### config.mk
export PLATFORM = sky130hd
export DESIGN_NAME = button_gesture_classifier_core
export DESIGN_NICKNAME = d
export VERILOG_FILES = /design/src/bgc_pkg.sv /design/src/button_gesture_classifier_core.sv
export SDC_FILE = /design/constraint.sdc
export NUM_CORES = 1
export LEC_CHECK = 0
export BUFFER_PORTS_ARGS = -buffer_cell sky130_fd_sc_hd__buf_4
export CAP_MARGIN = 10
export CORE_MARGIN = 5
export CORE_UTILIZATION = 45
export CTS_CLUSTER_SIZE = 28
export DETAILED_ROUTE_END_ITERATION = 10
export PLACE_DENSITY = 0.72
export SLEW_MARGIN = 20
export SYNTH_ARGS = -nofsm -noshare
export SYNTH_HDL_FRONTEND = slang
export SYNTH_SLANG_ARGS = --single-unit
### constraint.sdc
create_clock -name clk -period 7.2 [get_ports clk]
set_input_delay 0.36 -clock clk [delete_from_list [all_inputs] [get_ports clk]]
set_output_delay 0.36 -clock clk [all_outputs]
set_load 0.01 [all_outputs]
### src/bgc_pkg.sv
// Types and constants of the button gesture classifier.
package bgc_pkg;

	localparam int TICK_WIDTH_DEF = 16;
	localparam int CFG_DATA_W     = 16;
	localparam int CFG_INDEX_W    = 3;
	localparam int CODE_W         = 4;
	localparam int TRIG_W         = 2;

	localparam logic [CFG_DATA_W-1:0] DEBOUNCE_RESET = 16'd100;

	typedef enum logic [TRIG_W-1:0] {
		TRIG_NONE   = 2'd0,
		TRIG_CLICK  = 2'd1,
		TRIG_DOUBLE = 2'd2,
		TRIG_LONG   = 2'd3
	} trig_t;

	typedef enum logic [CFG_INDEX_W-1:0] {
		REG_ENABLED     = 3'd0,
		REG_DC_TICKS    = 3'd1,
		REG_LP_TICKS    = 3'd2,
		REG_DB_TICKS    = 3'd3,
		REG_CLICK_CODE  = 3'd4,
		REG_DOUBLE_CODE = 3'd5,
		REG_LONG_CODE   = 3'd6
	} cfg_reg_t;

endpackage

### src/button_gesture_classifier_core.sv
// Top level of the button gesture classifier: input stage, classifier and result register.
//
// Usage: one sampled active-low button level enters per request on the input
// channel (in_valid, in_ready, pin_level). Every request yields exactly one
// result on the output channel (out_valid, out_ready, trigger, event_code):
// trigger 0 none, 1 click, 2 double click, 3 long press, with the configured
// event code for it. Registers are written through cfg_we, cfg_index and
// cfg_data; the user writes them only while no request is in flight (not enforced).
// The input register loads at the accepting edge; the classifier then updates
// its state and loads the result register once the result register is free.
// Throughput is one request per cycle while the receiver does not stall; the
// state update is a few compares and increments.
// When the receiver stalls, the result register holds its result and the input
// register still takes one more request; after that in_ready stays low until
// the result is taken.
// Reset clears both pipeline stages, sets the configuration to its defaults
// (button disabled, debounce hold-off of 100 ticks) and puts the button in the
// released, idle state with the hold-off expired.
module button_gesture_classifier_core #(
	parameter int TICK_WIDTH = bgc_pkg::TICK_WIDTH_DEF
) (
	input  logic                           clk,
	input  logic                           arst_n,
	input  logic                           cfg_we,
	input  logic [bgc_pkg::CFG_INDEX_W-1:0] cfg_index,
	input  logic [bgc_pkg::CFG_DATA_W-1:0]  cfg_data,
	input  logic                           in_valid,
	output logic                           in_ready,
	input  logic                           pin_level,
	output logic                           out_valid,
	input  logic                           out_ready,
	output logic [bgc_pkg::TRIG_W-1:0]      trigger,
	output logic [bgc_pkg::CODE_W-1:0]      event_code
);
	import bgc_pkg::*;

	localparam int CW = (TICK_WIDTH > CFG_DATA_W) ? TICK_WIDTH : CFG_DATA_W;
	localparam logic [CW-1:0] TMAX_W = CW'({TICK_WIDTH{1'b1}});
	localparam logic [TICK_WIDTH-1:0] TMAX = {TICK_WIDTH{1'b1}};

	logic                  enabled_q;
	logic [CFG_DATA_W-1:0] dc_cfg_q;
	logic [CFG_DATA_W-1:0] lp_cfg_q;
	logic [CFG_DATA_W-1:0] db_cfg_q;
	logic [CODE_W-1:0]     click_code_q;
	logic [CODE_W-1:0]     double_code_q;
	logic [CODE_W-1:0]     long_code_q;

	logic                  settled_q;
	logic [1:0]            clicks_q;
	logic [TICK_WIDTH-1:0] gesture_q;
	logic [TICK_WIDTH-1:0] debounce_q;

	logic                  valid_s1;
	logic                  level_s1;
	logic                  out_valid_q;
	trig_t                 trigger_q;
	logic [CODE_W-1:0]     event_code_q;

	logic                  out_free;
	logic                  fire;

	logic [CW-1:0]         dc_w;
	logic [CW-1:0]         lp_w;
	logic [CW-1:0]         db_w;
	logic [TICK_WIDTH-1:0] dc_lim;
	logic [TICK_WIDTH-1:0] lp_raw;
	logic [TICK_WIDTH-1:0] lp_lim;
	logic [TICK_WIDTH-1:0] db_lim;

	logic                  settled_d;
	logic [1:0]            clicks_d;
	logic [TICK_WIDTH-1:0] gesture_d;
	logic [TICK_WIDTH-1:0] debounce_d;
	logic [TICK_WIDTH-1:0] gesture_inc;
	logic                  done;
	trig_t                 trig_d;
	logic [CODE_W-1:0]     code_d;

	always_ff @(posedge clk or negedge arst_n) begin
		if (!arst_n) begin
			enabled_q     <= 1'b0;
			dc_cfg_q      <= '0;
			lp_cfg_q      <= '0;
			db_cfg_q      <= DEBOUNCE_RESET;
			click_code_q  <= '0;
			double_code_q <= '0;
			long_code_q   <= '0;
		end else if (cfg_we) begin
			case (cfg_index)
				REG_ENABLED:     enabled_q     <= cfg_data[0];
				REG_DC_TICKS:    dc_cfg_q      <= cfg_data;
				REG_LP_TICKS:    lp_cfg_q      <= cfg_data;
				REG_DB_TICKS:    db_cfg_q      <= cfg_data;
				REG_CLICK_CODE:  click_code_q  <= cfg_data[CODE_W-1:0];
				REG_DOUBLE_CODE: double_code_q <= cfg_data[CODE_W-1:0];
				REG_LONG_CODE:   long_code_q   <= cfg_data[CODE_W-1:0];
				default: ;
			endcase
		end
	end

	// Limits are saturated to the counter width so the counters never wrap.
	always_comb begin
		dc_w   = CW'(dc_cfg_q);
		lp_w   = CW'(lp_cfg_q);
		db_w   = CW'(db_cfg_q);
		dc_lim = (dc_w > TMAX_W) ? TMAX : TICK_WIDTH'(dc_w);
		lp_raw = (lp_w > TMAX_W) ? TMAX : TICK_WIDTH'(lp_w);
		db_lim = (db_w > TMAX_W) ? TMAX : TICK_WIDTH'(db_w);
		lp_lim = (lp_raw < dc_lim) ? dc_lim : lp_raw;
	end

	assign out_free = !out_valid_q || out_ready;
	assign fire     = valid_s1 && out_free;
	assign in_ready = !valid_s1 || out_free;

	always_comb begin
		settled_d   = settled_q;
		clicks_d    = clicks_q;
		gesture_d   = gesture_q;
		debounce_d  = debounce_q;
		gesture_inc = gesture_q + 1'b1;
		done        = 1'b0;
		trig_d      = TRIG_NONE;

		if (enabled_q) begin
			// The gesture timer is checked first; a timer event that emits a trigger ends the tick.
			if (gesture_q < lp_lim) begin
				gesture_d = gesture_inc;
				if (gesture_inc == dc_lim && settled_q && clicks_q == 2'd1) begin
					gesture_d = lp_lim;
					clicks_d  = 2'd0;
					trig_d    = TRIG_CLICK;
					done      = 1'b1;
				end else if (gesture_inc == lp_lim) begin
					gesture_d = lp_lim;
					clicks_d  = 2'd0;
					if (!settled_q && clicks_q == 2'd1) begin
						trig_d = TRIG_LONG;
						done   = 1'b1;
					end
				end
			end

			if (!done) begin
				if (debounce_q < db_lim) begin
					debounce_d = debounce_q + 1'b1;
				end else if (!level_s1) begin
					if (settled_q) begin
						settled_d  = 1'b0;
						debounce_d = '0;
						if (clicks_d == 2'd0) begin
							gesture_d = '0;
						end
						if (clicks_d < 2'd2) begin
							clicks_d = clicks_d + 2'd1;
						end
					end
				end else if (!settled_q) begin
					settled_d  = 1'b1;
					debounce_d = '0;
					if (clicks_d == 2'd1 && (double_code_q == '0 ||
					    (gesture_d >= dc_lim && gesture_d < lp_lim))) begin
						gesture_d = lp_lim;
						clicks_d  = 2'd0;
						trig_d    = TRIG_CLICK;
					end else if (clicks_d == 2'd2) begin
						gesture_d = lp_lim;
						clicks_d  = 2'd0;
						trig_d    = TRIG_DOUBLE;
					end
				end
			end
		end

		case (trig_d)
			TRIG_CLICK:  code_d = click_code_q;
			TRIG_DOUBLE: code_d = double_code_q;
			TRIG_LONG:   code_d = long_code_q;
			default:     code_d = '0;
		endcase
	end

	always_ff @(posedge clk or negedge arst_n) begin
		if (!arst_n) begin
			valid_s1 <= 1'b0;
		end else if (in_ready) begin
			valid_s1 <= in_valid;
		end
	end

	always_ff @(posedge clk) begin
		if (in_ready && in_valid) begin
			level_s1 <= pin_level;
		end
	end

	always_ff @(posedge clk or negedge arst_n) begin
		if (!arst_n) begin
			settled_q  <= 1'b1;
			clicks_q   <= 2'd0;
			gesture_q  <= TMAX;
			debounce_q <= TMAX;
		end else if (fire) begin
			settled_q  <= settled_d;
			clicks_q   <= clicks_d;
			gesture_q  <= gesture_d;
			debounce_q <= debounce_d;
		end
	end

	always_ff @(posedge clk or negedge arst_n) begin
		if (!arst_n) begin
			out_valid_q <= 1'b0;
		end else if (fire) begin
			out_valid_q <= 1'b1;
		end else if (out_ready) begin
			out_valid_q <= 1'b0;
		end
	end

	always_ff @(posedge clk) begin
		if (fire) begin
			trigger_q    <= trig_d;
			event_code_q <= code_d;
		end
	end

	assign out_valid  = out_valid_q;
	assign trigger    = trigger_q;
	assign event_code = event_code_q;

endmodule

* Yosys cells after proc, flatten, opt, wreduce, memory -nomap -nowiden *
Index checks and enable logic that the tools add are counted.

word-level totals
  input bits = 25
  register bits after elaboration = 105
  logic and storage cells = 125

operators by class
  bitwise operators = 2
  reductions and logical operators = 28
  add/sub/neg operators = 3
  mux-type cells = 52
  $lt $le $gt $ge = 9
  eq/ne operators = 15

operator list
  kind                                                             count
  16-bit 2-to-1 mux                                                20
  16-bit less-than comparator                                      4
  16-bit > comparator, second input constant                       3
  2-bit 2-to-1 mux                                                 23
  16-bit by 1-bit adder with 16-bit output, second input constant  2
  16-bit == test                                                   2
  16-bit >= comparator                                             1
  2-bit AND reduction                                              8
  4-bit one-hot mux with 3 select lines                            1
  3-bit == test, second input constant                             3
  1-bit 2-to-1 mux                                                 8
  1-bit logical AND                                                7
  2-bit by 1-bit == test with 1-bit output, second input constant  3
  2-bit == test, second input constant                             3
  3-bit by 2-bit == test with 1-bit output, second input constant  2
  5-bit AND reduction                                              1
  4-bit logical NOT                                                1
  4-bit AND reduction                                              1
  3-bit by 1-bit == test with 1-bit output, second input constant  1
  1-bit logical NOT                                                3
  3-bit logical NOT                                                1
  1-bit logical OR                                                 3
  3-bit by 2-bit != test with 1-bit output, second input constant  1
  3-bit nonzero test                                               1
  5 further kinds                                                  6

* Logic depth before layout (Yosys ltp) *
  word-level depth = 21
  gate-level depth with buffers = 35

* Worst setup path before layout *
No wires, ideal clock.

  kind = reg-to-reg
  start = reg dc_cfg_q[9]
  end = reg event_code_q[0], in the netlist event_code[0], data pin
  required time = 6.944 ns
  buffers on the path = 3
  path slack = -0.202 ns
  clock period less this slack = 7.402 ns
  arrival time = 7.146 ns
  stages on the path, launching flop included = 34
  path through = dfrtp_1 -> inv_1 -> ha_1 -> and4_4 -> o211ai_2 -> a2111o_1 -> nand3_1 -> buf_2 -> mux2i_1 -> inv_1 -> ha_1 -> o21bai_1 -> or4_1 -> o21ai_1 -> nand4_1 -> o21ai_2 -> buf_1 -> clkbuf_1 -> nand2_1 -> a31oi_1 -> ha_1 -> nand2b_1 -> a21o_1 -> a21o_1 -> a21o_1 -> a21o_1 -> a211oi_1 -> o21bai_1 -> a21oi_1 -> a32oi_1 -> nor4b_1 -> nor2_1 -> mux2_2 -> a22o_1

between the ends
  word-level cells in the longest chain between the ends = 21
  elaborated cells on any way between the ends = 42
  those cells by class = order compare (5); eq/ne (7); mux (25); reduce/logical (5)

ends and longest elaborated chain
  item                                                                                  RTL line                               source
  from (decl)                                                                           button_gesture_classifier_core.sv:42   logic [CFG_DATA_W-1:0] dc_cfg_q;
  from (signal assigned)                                                                button_gesture_classifier_core.sv:92   REG_DC_TICKS: dc_cfg_q <= cfg_data;
  16-bit > comparator                                                                   button_gesture_classifier_core.sv:108  dc_lim = (dc_w > TMAX_W) ? TMAX : TICK_WIDTH'(dc_w);
  16-bit 2-to-1 mux (*)                                                                 button_gesture_classifier_core.sv:108
  parallel branches: the longest is 15 deep, another holds 16-bit less-than comparator  --
  2-bit 2-to-1 mux (*)                                                                  button_gesture_classifier_core.sv:146  if (!done) begin
  2-bit 2-to-1 mux (*)                                                                  button_gesture_classifier_core.sv:127  if (enabled_q) begin
  2-bit == test / 2-bit by 1-bit == test with 1-bit output (equally long branches)      button_gesture_classifier_core.sv:177  case (trig_d)
  4-bit one-hot mux with 3 select lines (*)                                             button_gesture_classifier_core.sv:177
  named net code_d[0]                                                                   button_gesture_classifier_core.sv:78   logic [CODE_W-1:0] code_d;
  to (signal assigned)                                                                  button_gesture_classifier_core.sv:226  event_code_q <= code_d;
  to (decl)                                                                             button_gesture_classifier_core.sv:58   logic [CODE_W-1:0] event_code_q;

Mark *: on every way through the listed nets, which the timed path passes. The select of a mux whose other input is x is not followed.
A chain may end at the register's enable or synchronous reset.

* Final worst setup path *
  start = reg lp_cfg_q[15]
  end = reg event_code_q[0], in the netlist event_code[0], data pin

between the ends
  word-level cells in the longest chain between the ends = 21
  elaborated cells on any way between the ends = 39
  those cells by class = order compare (5); eq/ne (6); mux (25); reduce/logical (3)

ends and longest elaborated chain
  item                                                                                  RTL line                               source
  from (decl)                                                                           button_gesture_classifier_core.sv:43   logic [CFG_DATA_W-1:0] lp_cfg_q;
  from (signal assigned)                                                                button_gesture_classifier_core.sv:93   REG_LP_TICKS: lp_cfg_q <= cfg_data;
  16-bit > comparator                                                                   button_gesture_classifier_core.sv:109  lp_raw = (lp_w > TMAX_W) ? TMAX : TICK_WIDTH'(lp_w);
  16-bit 2-to-1 mux (*)                                                                 button_gesture_classifier_core.sv:109
  16-bit less-than comparator                                                           button_gesture_classifier_core.sv:111  lp_lim = (lp_raw < dc_lim) ? dc_lim : lp_raw;
  16-bit 2-to-1 mux (*)                                                                 button_gesture_classifier_core.sv:111
  parallel branches: the longest is 13 deep, another holds 16-bit less-than comparator  --
  2-bit 2-to-1 mux (*)                                                                  button_gesture_classifier_core.sv:146
  2-bit 2-to-1 mux (*)                                                                  button_gesture_classifier_core.sv:127
  2-bit == test / 2-bit by 1-bit == test with 1-bit output (equally long branches)      button_gesture_classifier_core.sv:177
  4-bit one-hot mux with 3 select lines (*)                                             button_gesture_classifier_core.sv:177
  named net code_d[0]                                                                   button_gesture_classifier_core.sv:78

Marks and branches as above.

==> results_dict.tcl <==
set metrics [dict create \
    startpoint_type "register" \
    power.leakage_nw 4.283 \
    syn_inst 865 \
    max_freq_ghz 0.1439 \
    tightest_slew_ns 0.9431 \
    outcome "complete, no violations" \
    track_usage_pct 21.91 \
    cts_made_buffers 9 \
    timing.final.crit_share_pct 96.49 \
    cts_tree "built" \
    hpwl_mm 17.30 \
    worst-path-stages 33 \
    dr.pass1.iters 5 \
    ys_seq_area_share_pct 33.21 \
    crit_family "compound AO/OA/AOI/OAI gates" \
    setup_violations 0 \
    grt_first_pass_wirelength_mm 36.15 \
    synthToLayoutAreaGrowth_pct 17.91 \
    hold_depth 1 \
    crit_top_cell "a21o_1" \
    slowest_stage "dfrtp_2" \
    crit_path_max_incr_delay_ns 0.46 \
    clk_latency_ns 0.35 \
    synth_warnings 0 \
    antenna_found_initial 0 \
    wire_per_inst_um 18.76 \
    worst_slack_ns 0.2526 \
    synth_area_mm2 0.008154 \
    gp_congestion 1.049 \
    hold_viol 0 \
    cts.sinks 105 \
    synth.largest_area_cell "dfrtp_1" \
    start_util_pct 45.55 \
    synth.distinct_cells 72 \
    netlist_top_cells_count "81 x ha_1, 80 x nand2_1, 66 x inv_1" \
    gr-total-overflow 0 \
    path_max_fanout 7 \
    fin_skew_ns 0.008865 \
    drt_iter0_markers 575 \
    p_per_area_mw_per_mm2 287.7 \
    worst-path-buf-inv 3 \
    finalCriticalPeriod_ns 6.947 \
    synthTopCellsByArea "dfrtp_1 19%, ha_1 12%, dfstp_2 12%, mux2_2 7.0%, xnor2_1 4.4%" \
    syn_avg_cell_area_um2 9.427 \
    synth_async_sr_flop_share_pct 93.33 \
    wirelength_mm 22.25 \
    die-area_mm2 0.02091 \
    whs_ns 0.1865 \
    maxSlewViolCount 0 \
    io_buffers 32 \
    num_vias 7025 \
    power_mw 2.766 \
    pre_cts_slack_ns -0.04268 \
    worstPathArrival_ns 7.05 \
    fp-row-count 49 \
    timing.max_cap.violations 0 \
    ioPinCount 33 \
    clk_pin_slew_ns 0.08 \
    antennaDiodeCount 0 \
    root_buffer "clkbuf_16" \
    yosys_most_used_dff "dfrtp_1" \
    r2r_cells 33 \
    critPathRequiredTime_ns 7.30 \
    synth-edff-count 7 \
    synth.top_cell.area_share_pct 19.03 \
    ys_ff_latch 105 \
    drive_gt1_share_pct 27.48 \
    grt_max_degree 70 \
    cts_buffer_depth 2 \
    crit_type "register to register" \
    grt_pass1_vias 6934 \
    drc 0 \
    peakVddDrop_uv 193.4 \
    min-delay-path-class "input pin to register" \
    synth_most_common_cell "ha_1" \
    ctsHtreeMaxLevel 3 \
    die_width_um 144.6 \
    final_nets 1059 \
    viasPerCell 5.923 \
    core_mm2 0.01790 \
    timing.slew.headroom_pct 36.79 \
    ant_nets 0 \
    die_h_um 144.6 \
    syn-num-nets 971 \
    crit_path_end_kind "register" \
]
==> sequential cells by signal, summed over array words and instances, names as in the netlist <==
register       cells
enabled_q          1
settled_q          1
long_code_q        4
db_cfg_q          16
lp_cfg_q          16
out_valid          1
event_code         4
double_code_q      4
clicks_q           2
dc_cfg_q          16
valid_s1           1
debounce_q        16
gesture_q         16
level_s1           1
trigger            2
click_code_q       4
==> kinds of logic (layout without fill, tap and decap cells) <==
logic type / Yosys count / count (layout) / synth area share (%)
XOR/XNOR: 49 / 49 / 5.263
AO/OA/AOI/OAI: 195 / 195 / 17.26
flip-flops: 105 / 105 / 33.21
AND/OR/NAND/NOR: 259 / 259 / 16.76
buffers and inverters: 99 / 191 / 4.803
multiplexers: 77 / 77 / 10.28
adder cells (fa/ha/maj): 81 / 81 / 12.43
==> metrics by stage <==
step | util, % | cells | TNS, ns | instance area (um^2)
floorplan | - | 865 | 0 | 8160
global placement | 50.30 | 1151 | 0 | 9005
detailed placement | 50.30 | 1151 | -0.1515 | 9005
CTS | 52.08 | 1168 | 0 | 9323
global route | 53.70 | 1186 | -0.2001 | 9614
finish | 53.70 | 1186 | 0 | 9614
==> area by class of cell <==
cell class / count / area [um^2]
clock buffers: 9 / 225.2
clock inverters: 6 / 58.81
fillers: 1613 / 8288
inverters: 66 / 247.7
multi-input cells: 661 / 5229
flip-flops and latches: 105 / 2710
well taps: 229 / 286.5
repair buffers: 110 / 857.1
==> power by group <==
group,total (mW),leakage [nW],internal (mW),switching (mW)
logic,1.43,2.96,0.650,0.775
clock network,0.485,0.136,0.241,0.244
registers,0.856,1.19,0.732,0.124
==> cell usage in the layout (no fill, tap or decap), drive strengths merged, types with 6 or more instances in the layout <==
master    n
edfxtp    7
nand2b    9
buf     109
mux2     51
nor2b     8
or3       8
dfrtp    62
nor2     35
nand2    80
and3      6
mux2i    26
a21oi    27
ha       81
inv      70
o31a      9
o221ai   15
a31oi     8
o21ai    56
dfstp    36
xnor2    41
a21o     20
nor3     18
xor2      8
nor4b     6
and2      9
o21a     10
nand4    14
o211ai    6
clkbuf    9
a211oi    8
nor4     20
nand3    23
==> worst paths after layout <==
| path | startpoint | endpoint | slack, ns |
|---|---|---|---|
| hold / removal | pin_level | level_s1 | 0.19 |
| max in group asynchronous | arst_n | dc_cfg_q[15] | 5.44 |
| hold reg to reg | db_cfg_q[10] | db_cfg_q[10] | 0.51 |
| min in group asynchronous | arst_n | long_code_q[2] | 0.48 |
| setup / recovery | lp_cfg_q[15] | event_code[0] | 0.25 |
| setup reg to reg | lp_cfg_q[15] | event_code[0] | 0.25 |
==> metal layers <==
metal / GRT usage, % / part of all wire (%) / up-vias
li1: - / - / 3351
met1: 30.03 / 45 / 3431
met2: 35.11 / 47 / 211
met3: 3.869 / 5.4 / 32
met4: 7.462 / 2.7 / 0
met5: 0 / 0 / -
==> what timing repair did <==
| action | CTS | global route |
|---|---|---|
| setup endpoints to repair | 4 | 21 |
| buffers inserted | 1 | 18 |
| pin swaps | 1 | 12 |
| resized for setup | 5 | 34 |
| hold endpoints to repair | 18 | 0 |
| hold buffers | 1 | 0 |
Power figures use the tool's default switching activity.
